===== config.mk =====
export PLATFORM = sky130hd
export DESIGN_NAME = julia_set_pixel_fire_color_top_flat
export DESIGN_NICKNAME = d
export VERILOG_FILES = /design/src/jsf_pkg.sv /design/src/jsf_if.sv /design/src/jsf_front.sv /design/src/jsf_fifo.sv /design/src/jsf_back.sv /design/src/julia_set_pixel_fire_color_top.sv /design/src/flat_wrapper.sv
export SDC_FILE = /design/constraint.sdc
export NUM_CORES = 2
export LEC_CHECK = 0
export ABC_AREA = 0
export BUFFER_PORTS_ARGS = -buffer_cell sky130_fd_sc_hd__buf_2
export CAP_MARGIN = 40
export CORE_ASPECT_RATIO = 0.7
export CORE_MARGIN = 2
export CORE_UTILIZATION = 59
export DETAILED_ROUTE_END_ITERATION = 16
export GPL_TIMING_DRIVEN = 0
export PLACE_DENSITY = 0.78
export SYNTH_ARGS = -nofsm -noshare
export SYNTH_HDL_FRONTEND = slang
export SYNTH_SLANG_ARGS = --single-unit

===== constraint.sdc =====
create_clock -name i_clk -period 8.1 [get_ports i_clk]
set_clock_uncertainty 0.2 [all_clocks]
set_input_delay 2.025 -clock i_clk [delete_from_list [all_inputs] [get_ports i_clk]]
set_output_delay 2.025 -clock i_clk [all_outputs]
set_load 0.01 [all_outputs]

===== src/jsf_pkg.sv =====
// jsf_pkg: shared constants, types and the fire color ramp for the Julia set pixel colorer.
// No dependencies; used by every other file except jsf_if through scoped names.
`timescale 1ns / 1ps
package jsf_pkg;

    localparam int TEX_W      = 320;
    localparam int TEX_H      = 240;
    localparam int ITER_LIMIT = 16;

    // Front end scaling: 12288 / 320 = 192 / 5 and 12288 / 240 = 256 / 5.
    localparam int X_SCALE_NUM = 192;
    localparam int Y_SCALE_NUM = 256;
    // floor(n / 5) = (n * 52429) >> 18 for n below 2^17
    localparam int RECIP_5     = 52429;
    localparam int RECIP_SH    = 18;

    // Divider numerator width: largest |q| << 12 stays below 2^27
    localparam int DIV_W       = 27;
    localparam int CNT_W       = $clog2(DIV_W + 1);

    localparam int N_W         = $clog2(ITER_LIMIT + 1);
    localparam logic signed [31:0] ESCAPE_LIMIT = 32'sd16384;
    localparam int BLACK_FROM  = 31;

    // configuration register indexes
    localparam logic [1:0] REG_C_REAL = 2'd0;
    localparam logic [1:0] REG_C_IMAG = 2'd1;
    localparam logic [1:0] REG_ZOOM   = 2'd2;

    typedef struct packed {
        logic signed [31:0] z_re;
        logic signed [31:0] z_im;
    } t_zpair;

    function automatic logic [15:0] fire_color(input logic [5:0] k);
        logic [9:0] v;
        logic [9:0] r;
        logic [9:0] g;
        logic [9:0] b;
        v = {1'b0, k, 3'b000};
        r = 10'd255;
        g = 10'd255;
        b = 10'd255;
        if (v < 10'd64) begin
            r = {v[7:0], 2'b00};
            g = 10'd0;
            b = 10'd0;
        end else if (v < 10'd128) begin
            g = {v[7:0] - 8'd64, 2'b00};
            b = 10'd0;
        end else if (v < 10'd192) begin
            b = {v[7:0] - 8'd128, 2'b00};
        end
        if (k >= 6'(BLACK_FROM)) begin
            fire_color = 16'h0000;
        end else begin
            fire_color = {r[7:3], g[7:2], b[7:3]};
        end
    endfunction

endpackage


===== src/jsf_if.sv =====
// jsf_if: valid/ready channel interfaces for pixel requests, colored results and register writes.
// Depends on nothing.
`timescale 1ns / 1ps
interface jsf_pix_if;
    logic       valid;
    logic       ready;
    logic [8:0] pixel_x;
    logic [7:0] pixel_y;
    modport source (output valid, pixel_x, pixel_y, input ready);
    modport sink   (input valid, pixel_x, pixel_y, output ready);
endinterface

interface jsf_rgb_if;
    logic        valid;
    logic        ready;
    logic [15:0] pixel_rgb565;
    logic [4:0]  iteration_count;
    modport source (output valid, pixel_rgb565, iteration_count, input ready);
    modport sink   (input valid, pixel_rgb565, iteration_count, output ready);
endinterface

interface jsf_cfg_if;
    logic        valid;
    logic        ready;
    logic [1:0]  index;
    logic [15:0] data;
    modport source (output valid, index, data, input ready);
    modport sink   (input valid, index, data, output ready);
endinterface


===== src/jsf_front.sv =====
// jsf_front: maps a pixel coordinate to its Q12 starting point with a bit-serial zoom divide.
// Depends on jsf_pkg and jsf_pix_if.
`timescale 1ns / 1ps
module jsf_front (
    input  logic             i_clk,
    input  logic             i_rst_n,
    jsf_pix_if.sink          i_pix,
    input  logic [15:0]      i_zoom,
    output logic             o_valid,
    output jsf_pkg::t_zpair  o_z,
    input  logic             i_ready
);
    localparam logic [2:0] S_IDLE  = 3'd0;
    localparam logic [2:0] S_SCALE = 3'd1;
    localparam logic [2:0] S_RECIP = 3'd2;
    localparam logic [2:0] S_DIV   = 3'd3;
    localparam logic [2:0] S_PUSH  = 3'd4;

    logic [2:0]  r_state;
    logic [jsf_pkg::CNT_W-1:0] r_cnt;
    logic [8:0]  r_mag_x;
    logic [7:0]  r_mag_y;
    logic        r_neg_x;
    logic        r_neg_y;
    logic [16:0] r_prod_x;
    logic [16:0] r_prod_y;
    logic [15:0] r_zoom;
    logic [jsf_pkg::DIV_W-1:0] r_num_x;
    logic [jsf_pkg::DIV_W-1:0] r_num_y;
    logic [15:0] r_rem_x;
    logic [15:0] r_rem_y;

    logic signed [10:0] w_dx;
    logic signed [8:0]  w_dy;
    logic [32:0] w_rx;
    logic [32:0] w_ry;
    logic [16:0] w_tx;
    logic [16:0] w_ty;
    logic [31:0] w_qx;
    logic [31:0] w_qy;

    assign w_dx = signed'({2'b00, i_pix.pixel_x}) - 11'(jsf_pkg::TEX_W / 2);
    assign w_dy = signed'({1'b0, i_pix.pixel_y}) - 9'(jsf_pkg::TEX_H / 2);
    assign w_rx = {16'd0, r_prod_x} * 33'(jsf_pkg::RECIP_5);
    assign w_ry = {16'd0, r_prod_y} * 33'(jsf_pkg::RECIP_5);
    // one restoring step per axis: shift in a numerator bit, try the subtract
    assign w_tx = {r_rem_x, r_num_x[jsf_pkg::DIV_W-1]};
    assign w_ty = {r_rem_y, r_num_y[jsf_pkg::DIV_W-1]};
    assign w_qx = 32'(r_num_x);
    assign w_qy = 32'(r_num_y);

    assign i_pix.ready = (r_state == S_IDLE);
    assign o_valid     = (r_state == S_PUSH);
    assign o_z.z_re    = r_neg_x ? -signed'(w_qx) : signed'(w_qx);
    assign o_z.z_im    = r_neg_y ? -signed'(w_qy) : signed'(w_qy);

    always_ff @(posedge i_clk) begin
        if (!i_rst_n) begin
            r_state <= S_IDLE;
            r_cnt   <= '0;
        end else begin
            unique case (r_state)
                S_IDLE: begin
                    if (i_pix.valid) begin
                        r_state <= S_SCALE;
                    end
                end
                S_SCALE: r_state <= S_RECIP;
                S_RECIP: begin
                    r_state <= S_DIV;
                    r_cnt   <= '0;
                end
                S_DIV: begin
                    r_cnt <= r_cnt + 1'b1;
                    if (r_cnt == jsf_pkg::CNT_W'(jsf_pkg::DIV_W - 1)) begin
                        r_state <= S_PUSH;
                    end
                end
                S_PUSH: begin
                    if (i_ready) begin
                        r_state <= S_IDLE;
                    end
                end
                default: r_state <= S_IDLE;
            endcase
        end
    end

    always_ff @(posedge i_clk) begin
        case (r_state)
            S_IDLE: begin
                r_neg_x <= w_dx[10];
                r_neg_y <= w_dy[8];
                r_mag_x <= w_dx[10] ? 9'(-w_dx) : w_dx[8:0];
                r_mag_y <= w_dy[8]  ? 8'(-w_dy) : w_dy[7:0];
                r_zoom  <= (i_zoom == 16'd0) ? 16'd1 : i_zoom;
            end
            S_SCALE: begin
                r_prod_x <= {8'd0, r_mag_x} * 17'(jsf_pkg::X_SCALE_NUM);
                r_prod_y <= {9'd0, r_mag_y} * 17'(jsf_pkg::Y_SCALE_NUM);
            end
            S_RECIP: begin
                r_num_x <= {w_rx[jsf_pkg::RECIP_SH +: jsf_pkg::DIV_W-12], 12'd0};
                r_num_y <= {w_ry[jsf_pkg::RECIP_SH +: jsf_pkg::DIV_W-12], 12'd0};
                r_rem_x <= '0;
                r_rem_y <= '0;
            end
            S_DIV: begin
                if (w_tx >= {1'b0, r_zoom}) begin
                    r_rem_x <= 16'(w_tx - {1'b0, r_zoom});
                    r_num_x <= {r_num_x[jsf_pkg::DIV_W-2:0], 1'b1};
                end else begin
                    r_rem_x <= w_tx[15:0];
                    r_num_x <= {r_num_x[jsf_pkg::DIV_W-2:0], 1'b0};
                end
                if (w_ty >= {1'b0, r_zoom}) begin
                    r_rem_y <= 16'(w_ty - {1'b0, r_zoom});
                    r_num_y <= {r_num_y[jsf_pkg::DIV_W-2:0], 1'b1};
                end else begin
                    r_rem_y <= w_ty[15:0];
                    r_num_y <= {r_num_y[jsf_pkg::DIV_W-2:0], 1'b0};
                end
            end
            default: ;
        endcase
    end

    a_cnt_range: assert property (@(posedge i_clk) disable iff (!i_rst_n)
        r_cnt <= jsf_pkg::CNT_W'(jsf_pkg::DIV_W)) else $error("divide counter overrun");
    a_push_after_div: assert property (@(posedge i_clk) disable iff (!i_rst_n)
        $rose(o_valid) |-> $past(r_state) == S_DIV) else $error("push without divide");
    a_rem_below: assert property (@(posedge i_clk) disable iff (!i_rst_n)
        r_state == S_PUSH |-> r_rem_x < r_zoom && r_rem_y < r_zoom)
        else $error("remainder not below divisor");
endmodule


===== src/jsf_fifo.sv =====
// jsf_fifo: two-entry queue of starting points between the front and back ends.
// Depends on jsf_pkg.
`timescale 1ns / 1ps
module jsf_fifo (
    input  logic            i_clk,
    input  logic            i_rst_n,
    input  logic            i_valid,
    input  jsf_pkg::t_zpair i_z,
    output logic            o_ready,
    output logic            o_valid,
    output jsf_pkg::t_zpair o_z,
    input  logic            i_ready
);
    jsf_pkg::t_zpair r_mem [2];
    logic       r_wp;
    logic       r_rp;
    logic [1:0] r_cnt;
    logic       w_push;
    logic       w_pop;

    assign o_ready = (r_cnt != 2'd2);
    assign o_valid = (r_cnt != 2'd0);
    assign o_z     = r_mem[r_rp];
    assign w_push  = i_valid && o_ready;
    assign w_pop   = o_valid && i_ready;

    always_ff @(posedge i_clk) begin
        if (!i_rst_n) begin
            r_wp  <= 1'b0;
            r_rp  <= 1'b0;
            r_cnt <= 2'd0;
        end else begin
            if (w_push) r_wp <= ~r_wp;
            if (w_pop)  r_rp <= ~r_rp;
            r_cnt <= r_cnt + {1'b0, w_push} - {1'b0, w_pop};
        end
    end

    always_ff @(posedge i_clk) begin
        if (w_push) r_mem[r_wp] <= i_z;
    end

    a_cnt_max: assert property (@(posedge i_clk) disable iff (!i_rst_n)
        r_cnt <= 2'd2) else $error("queue count overrun");
    a_ptr_cnt: assert property (@(posedge i_clk) disable iff (!i_rst_n)
        (r_cnt == 2'd0 || r_cnt == 2'd2) |-> r_wp == r_rp) else $error("pointer mismatch");
    a_ptr_one: assert property (@(posedge i_clk) disable iff (!i_rst_n)
        r_cnt == 2'd1 |-> r_wp != r_rp) else $error("pointer mismatch");
endmodule


===== src/jsf_back.sv =====
// jsf_back: runs z = z*z + c on one starting point, colors the count, holds the result.
// Depends on jsf_pkg and jsf_rgb_if.
`timescale 1ns / 1ps
module jsf_back (
    input  logic                i_clk,
    input  logic                i_rst_n,
    input  logic                i_valid,
    input  jsf_pkg::t_zpair     i_z,
    output logic                o_ready,
    input  logic signed [13:0]  i_c_real,
    input  logic signed [13:0]  i_c_imag,
    jsf_rgb_if.source           o_rgb
);
    localparam logic [1:0] S_IDLE = 2'd0;
    localparam logic [1:0] S_MUL  = 2'd1;
    localparam logic [1:0] S_CHK  = 2'd2;
    localparam logic [1:0] S_HOLD = 2'd3;

    logic [1:0]  r_state;
    logic [jsf_pkg::N_W-1:0] r_n;
    logic signed [31:0] r_zr;
    logic signed [31:0] r_zi;
    logic signed [31:0] r_pr;
    logic signed [31:0] r_pi;
    logic signed [31:0] r_px;
    logic        r_ovalid;
    logic [15:0] r_rgb;
    logic [4:0]  r_cnt_out;

    logic signed [31:0] w_re2;
    logic signed [31:0] w_im2;
    logic signed [31:0] w_sum;
    logic        w_esc;
    logic [jsf_pkg::N_W-1:0] w_n1;
    logic        w_free;

    assign w_re2  = r_pr >>> 12;
    assign w_im2  = r_pi >>> 12;
    assign w_sum  = w_re2 + w_im2;
    assign w_esc  = w_sum > jsf_pkg::ESCAPE_LIMIT;
    assign w_n1   = r_n + 1'b1;
    assign w_free = !r_ovalid || o_rgb.ready;

    assign o_ready               = (r_state == S_IDLE);
    assign o_rgb.valid           = r_ovalid;
    assign o_rgb.pixel_rgb565    = r_rgb;
    assign o_rgb.iteration_count = r_cnt_out;

    always_ff @(posedge i_clk) begin
        if (!i_rst_n) begin
            r_state  <= S_IDLE;
            r_ovalid <= 1'b0;
        end else begin
            if (r_state == S_HOLD && w_free) begin
                r_ovalid <= 1'b1;
            end else if (o_rgb.ready) begin
                r_ovalid <= 1'b0;
            end
            unique case (r_state)
                S_IDLE: if (i_valid) r_state <= S_MUL;
                S_MUL:  r_state <= S_CHK;
                S_CHK: begin
                    if (w_esc || w_n1 == jsf_pkg::N_W'(jsf_pkg::ITER_LIMIT)) begin
                        r_state <= S_HOLD;
                    end else begin
                        r_state <= S_MUL;
                    end
                end
                S_HOLD: begin
                    if (w_free) begin
                        r_state <= S_IDLE;
                    end
                end
                default: r_state <= S_IDLE;
            endcase
        end
    end

    always_ff @(posedge i_clk) begin
        case (r_state)
            S_IDLE: begin
                r_zr <= i_z.z_re;
                r_zi <= i_z.z_im;
                r_n  <= '0;
            end
            S_MUL: begin
                r_pr <= r_zr * r_zr;
                r_pi <= r_zi * r_zi;
                r_px <= r_zr * r_zi;
            end
            S_CHK: begin
                if (!w_esc) begin
                    r_zr <= w_re2 - w_im2 + 32'(i_c_real);
                    r_zi <= (r_px >>> 11) + 32'(i_c_imag);
                    r_n  <= w_n1;
                end
            end
            S_HOLD: begin
                if (w_free) begin
                    r_rgb     <= jsf_pkg::fire_color({r_n, 1'b0});
                    r_cnt_out <= r_n;
                end
            end
            default: ;
        endcase
    end

    a_n_range: assert property (@(posedge i_clk) disable iff (!i_rst_n)
        r_state != S_IDLE |-> r_n <= jsf_pkg::N_W'(jsf_pkg::ITER_LIMIT))
        else $error("iteration count overrun");
    a_chk_after_mul: assert property (@(posedge i_clk) disable iff (!i_rst_n)
        r_state == S_CHK |-> $past(r_state) == S_MUL) else $error("check without products");
    a_out_from_hold: assert property (@(posedge i_clk) disable iff (!i_rst_n)
        $rose(r_ovalid) |-> $past(r_state) == S_HOLD) else $error("result from wrong state");
endmodule


===== src/julia_set_pixel_fire_color_top.sv =====
// julia_set_pixel_fire_color_top: Julia set pixel colorer, Q12 fixed point, fire ramp.
// Depends on jsf_pkg, jsf_if, jsf_front, jsf_fifo and jsf_back.
// Path of a request: the front (map, scale, 27-step zoom divide, queue write), then the
// escape checks in the back (1 to 16 checks) and the color register, which holds the
// result until it is taken.
// Concurrency: front and back overlap through a 2-entry queue; the front takes a new
// request once it has pushed the last one, while the back may still iterate.
// Reset (i_rst_n low, synchronous) empties every stage and loads c = 0.75, zoom = 3000.
`timescale 1ns / 1ps
module julia_set_pixel_fire_color_top (
    input  logic      i_clk,
    input  logic      i_rst_n,
    jsf_pix_if.sink   i_pix,
    jsf_cfg_if.sink   i_cfg,
    jsf_rgb_if.source o_rgb
);
    // configuration registers
    logic signed [13:0] r_c_real;
    logic signed [13:0] r_c_imag;
    logic [15:0]        r_zoom;

    // front end to queue
    logic            w_f_valid;
    logic            w_f_ready;
    jsf_pkg::t_zpair w_f_z;
    // queue to back end
    logic            w_b_valid;
    logic            w_b_ready;
    jsf_pkg::t_zpair w_b_z;

    assign i_cfg.ready = 1'b1;

    always_ff @(posedge i_clk) begin
        if (!i_rst_n) begin
            r_c_real <= 14'sd3072;
            r_c_imag <= 14'sd0;
            r_zoom   <= 16'd3000;
        end else if (i_cfg.valid) begin
            unique case (i_cfg.index)
                jsf_pkg::REG_C_REAL: r_c_real <= i_cfg.data[13:0];
                jsf_pkg::REG_C_IMAG: r_c_imag <= i_cfg.data[13:0];
                jsf_pkg::REG_ZOOM:   r_zoom   <= i_cfg.data;
                default: ;  // unknown index: write dropped
            endcase
        end
    end

    // front: coordinate mapping and zoom divide
    jsf_front u_front (
        .i_clk   (i_clk),
        .i_rst_n (i_rst_n),
        .i_pix   (i_pix),
        .i_zoom  (r_zoom),
        .o_valid (w_f_valid),
        .o_z     (w_f_z),
        .i_ready (w_f_ready)
    );

    jsf_fifo u_fifo (
        .i_clk   (i_clk),
        .i_rst_n (i_rst_n),
        .i_valid (w_f_valid),
        .i_z     (w_f_z),
        .o_ready (w_f_ready),
        .o_valid (w_b_valid),
        .o_z     (w_b_z),
        .i_ready (w_b_ready)
    );

    // back: escape-time iteration, color lookup, output register
    jsf_back u_back (
        .i_clk    (i_clk),
        .i_rst_n  (i_rst_n),
        .i_valid  (w_b_valid),
        .i_z      (w_b_z),
        .o_ready  (w_b_ready),
        .i_c_real (r_c_real),
        .i_c_imag (r_c_imag),
        .o_rgb    (o_rgb)
    );
endmodule


===== src/flat_wrapper.sv =====
// flat-port wrapper written by rule: the top's interface ports become plain ports
module julia_set_pixel_fire_color_top_flat 
  (i_clk, i_rst_n, i_pix_valid, i_pix_pixel_x, i_pix_pixel_y, i_pix_ready, i_cfg_valid, i_cfg_index, i_cfg_data, i_cfg_ready, o_rgb_valid, o_rgb_pixel_rgb565, o_rgb_iteration_count, o_rgb_ready);
  jsf_pix_if i_pix_i ();
  jsf_cfg_if i_cfg_i ();
  jsf_rgb_if o_rgb_i ();
  input  logic i_clk;
  input  logic i_rst_n;
  input wire logic [$bits(i_pix_i.valid)-1:0] i_pix_valid;
  input wire logic [$bits(i_pix_i.pixel_x)-1:0] i_pix_pixel_x;
  input wire logic [$bits(i_pix_i.pixel_y)-1:0] i_pix_pixel_y;
  output wire logic [$bits(i_pix_i.ready)-1:0] i_pix_ready;
  input wire logic [$bits(i_cfg_i.valid)-1:0] i_cfg_valid;
  input wire logic [$bits(i_cfg_i.index)-1:0] i_cfg_index;
  input wire logic [$bits(i_cfg_i.data)-1:0] i_cfg_data;
  output wire logic [$bits(i_cfg_i.ready)-1:0] i_cfg_ready;
  output wire logic [$bits(o_rgb_i.valid)-1:0] o_rgb_valid;
  output wire logic [$bits(o_rgb_i.pixel_rgb565)-1:0] o_rgb_pixel_rgb565;
  output wire logic [$bits(o_rgb_i.iteration_count)-1:0] o_rgb_iteration_count;
  input wire logic [$bits(o_rgb_i.ready)-1:0] o_rgb_ready;
  assign i_pix_i.valid = i_pix_valid;
  assign i_pix_i.pixel_x = i_pix_pixel_x;
  assign i_pix_i.pixel_y = i_pix_pixel_y;
  assign i_pix_ready = i_pix_i.ready;
  assign i_cfg_i.valid = i_cfg_valid;
  assign i_cfg_i.index = i_cfg_index;
  assign i_cfg_i.data = i_cfg_data;
  assign i_cfg_ready = i_cfg_i.ready;
  assign o_rgb_valid = o_rgb_i.valid;
  assign o_rgb_pixel_rgb565 = o_rgb_i.pixel_rgb565;
  assign o_rgb_iteration_count = o_rgb_i.iteration_count;
  assign o_rgb_i.ready = o_rgb_ready;
  julia_set_pixel_fire_color_top u_core (.i_clk(i_clk), .i_rst_n(i_rst_n), .i_pix(i_pix_i), .i_cfg(i_cfg_i), .o_rgb(o_rgb_i));
endmodule

==> out/qor.csv <==
stage,metric,value,unit
routing,route.detailed.drc,0,
place,dp_hpwl,187000,um
sta,worst_pin_slew,1010,ps
logic_synthesis,synth_edf_count,412,
layout,seqCellArea,13600,sq um
worst_setup_path,critPathLaunch,u_core.u_back.r_zr[19],
clock_network,clockBufferDepth,3,
worst_setup_path,r2r_end,u_core.u_back.r_px[27],
routing,drtIter0Drc,6810,
grt,grt_pass1_vias,54300,
layout,mostFrequentLayoutCell,inv_1,
place,routabilityCongestion,1.07,
layout,final_util,65.4,%
layout,fin_area,78000,sq um
worst_setup_path,path_max_fanout,10,
logic_synthesis,avgSynthCellArea,9.93,sq um
worst_setup_path,reg2reg_from,u_core.u_back.r_zr[19],
pwr,clkPwrFrac,21.8,%
routing,drt_wl_total,228000,um
routing,ant_nets,0,
layout,drive_above_1_share,8.68,%
logic_synthesis,synthesis.nets,9081,
layout,fillers,9046,
clock_network,postCtsHoldBufs,0,
routing,met1_length,89100,um
worst_setup_path,critPathLaunchType,register,
pwr,vdd_drop_max,0.000392,V
worst_setup_path,path_class,register to register,
logic_synthesis,synth_ff_type,edfxtp_1,
place,place_area,74500,sq um
logic_synthesis,yosysWarnings,0,
layout,final_cells,9059,
sta,setup_viol,0,
clock_network,htree_levels,2,
clock_network,cts_sinks,472,
sta,tns,0,ps
floorplan,start_util,59.4,%
logic_synthesis,yosys_register_bits,472,
pwr,comb_power_share,42.8,%
job,maxCapViolCount,0,
pwr,intPower,5.68,mW
worst_setup_path,r2r_slack,6,ps
sta,slew_headroom,32.2,%
routing,topRoutingLayerUsed,met5,
pwr,p_per_area,115,nW/um^2
floorplan,rows,106,
min_path,hold_class,register to register,
floorplan,fp.dieW,418,um
grt,antenna_found_initial,35,
worst_setup_path,crit_end,u_core.u_back.r_px[27],
routing,wire_per_inst,25.2,um
logic_synthesis,synth_cell_types,80,
place,place_inst,8864,
worst_setup_path,cp.arrival,8260,ps
clock_network,cts-root-buf,clkbuf_16,
sta,slew_viol_final,0,
logic_synthesis,netlist_instances,7132,
layout,final_cell_mix,"inv_1 (1613), fa_1 (1209), ha_1 (678)",
clock_network,cts.clk_slew.worst_paths,80,ps
routing,drt_first_pass_iters,12,
routing,num_vias,53600,
floorplan,boundaryPins,64,
layout,area_growth,10.1,%
layout,multi_input_area,50600,sq um
routing,vias_per_cell,5.91,
worst_setup_path,critPathRequiredTime,8270,ps
pwr,net-switching-power,3.32,mW
grt,grt_max_degree,55,
logic_synthesis,async_flop_share,0,%
pwr,swShare,36.9,%
routing,met3_wirelength,39000,um
sta,min_period,8090,ps
worst_setup_path,r2r_cells,22,
logic_synthesis,yosysSeqAreaShare,19.2,%
grt,grt_usage,37.5,%
sta,fmax,124,MHz
clock_network,cts_tree,built,
sta,hold_viol_final,0,
logic_synthesis,syn_area,70800,sq um
clock_network,cts-buffers-inserted,39,
pwr,power_leakage,37.6,nW
run_status,outcome,"complete, no violations",
sta,period_share,99.9,%
pwr,p_seq_share,35.4,%
routing,met2_length,87100,um
floorplan,die_h,294,um
grt,grt_overflow_total,0,
layout,layout.nets,9384,
place,port_buffers,62,
floorplan,core_area,119000,sq um
grt,grt_pass1_wl,338000,um
worst_setup_path,worstSetupEndpointType,register,
clock_network,clock_latency,590,ps
floorplan,dieArea,123000,sq um
worst max-delay path, cell delays in order (launching register included):
cell and delay [ps]:
edfxtp_1 710, clkbuf_1 580, and2_1 240, fa_1 450, fa_1 490, inv_1 60, fa_1 500, fa_1 560
inv_1 50, fa_1 480, fa_1 500, fa_1 560, inv_1 80, fa_1 480, inv_1 50, ha_2 370
nand4_1 200, nor3_4 390, o31ai_4 160, buf_4 150, buf_4 130, o21bai_2 160, xor2_1 310
registers in the layout, indices dropped and copies added (netlist names), 14 cells and up, named ones only:
| name | count |
|---|---|
| u_core.u_fifo.r_mem | 128 |
| u_core.u_back.r_zi | 32 |
| u_core.u_back.r_zr | 32 |
| u_core.u_front.r_num_x | 27 |
| u_core.u_front.r_num_y | 27 |
| u_core.u_back.r_px | 21 |
| u_core.u_back.r_pi | 20 |
| u_core.u_back.r_pr | 20 |
| u_core.r_zoom | 16 |
| u_core.u_front.r_rem_x | 16 |
| u_core.u_front.r_rem_y | 16 |
| u_core.u_front.r_zoom | 16 |
| u_core.r_c_imag | 14 |
| u_core.r_c_real | 14 |
through the flow:
stage	total power, mW	setup WS (ps)	hold slack (ps)
floorplan	6.07	414	200
global placement	6.78	-2360	201
detailed placement	6.97	-1770	205
CTS	8.93	0.671	221
global route	9.61	-122	230
finish	9.01	6.04	220
power by group through the flow:
stage,registers (mW),clock network (mW),logic [mW]
6_report,3.19,1.96,3.86
5_1_grt,3.20,2.06,4.34
4_1_cts,3.18,1.96,3.79
3_5_place_dp,3.23,0,3.74
3_3_place_gp,3.24,0,3.54
2_1_floorplan,3.18,0,2.89
per-layer routing:
metal | vias up | track usage (%)
met2 | 3716 | 49.1
met5 | - | 0.867
met4 | 35 | 14.5
met3 | 778 | 17.9
met1 | 26400 | 53.1
li1 | 22600 | -
kinds of logic after synthesis:
group,count (synthesis),synth area share [%]
and+or+nand+nor,1792,12.9
muxes,95,1.40
DFF,472,19.2
adders and majority gates,1909,46.6
AOI/OAI and AO/OA,624,5.72
xor gates and xnor gates,326,4.03
buffers and inverters,1913,10.2
other,1,0.00530
worst min-delay path by stage:
| stage | start | end | cells past startpoint |
|---|---|---|---|
| 6_report | u_core.u_front.r_mag_y[7] | u_core.u_front.r_prod_y[15] | 0 |
| 5_1_grt | u_core.u_front.r_mag_y[5] | u_core.u_front.r_prod_y[13] | 0 |
| 4_1_cts | u_core.u_front.r_mag_y[0] | u_core.u_front.r_prod_y[8] | 0 |
| 3_5_place_dp | u_core.u_front.r_mag_y[0] | u_core.u_front.r_prod_y[8] | 0 |
| 3_3_place_gp | u_core.u_front.r_mag_y[7] | u_core.u_front.r_prod_y[15] | 0 |
| 2_1_floorplan | u_core.u_front.r_mag_y[2] | u_core.u_front.r_prod_y[10] | 0 |
cell usage after synthesis (60+ instances only):
| library cell | n | share of area [%] |
|---|---|---|
| a21oi_1 | 139 | 0.98 |
| clkbuf_1 | 283 | 1.5 |
| mux2i_1 | 63 | 0.89 |
| ha_1 | 693 | 12 |
| xor2_1 | 82 | 1.0 |
| dfxtp_1 | 60 | 1.7 |
| and2_1 | 625 | 5.5 |
| fa_1 | 1216 | 34 |
| nor2_1 | 176 | 0.93 |
| inv_1 | 1616 | 8.6 |
| edfxtp_1 | 412 | 17 |
| o21ai_0 | 150 | 1.1 |
| xnor2_1 | 244 | 3.0 |
| nand2_1 | 656 | 3.5 |
final cells by class:
class / instances / share of cell area, %
Multi-Input combinational cell: 4747 / 64.9
Sequential cell: 472 / 17.4
Inverter: 1617 / 7.80
Timing Repair Buffer: 282 / 3.62
Tap cell: 1566 / 2.51
Buffer: 276 / 2.08
Clock buffer: 47 / 1.38
Clock inverter: 25 / 0.220
Antenna cell: 27 / 0.0866
what timing repair did:
item | 4_1_cts | 5_1_grt
gates resized for setup | 166 | 334
setup endpoints to repair | 41 | 30
pin swaps | 14 | 56
cloned | 0 | 3
buffers inserted | 54 | 62
(Power assumes the default switching activity.)
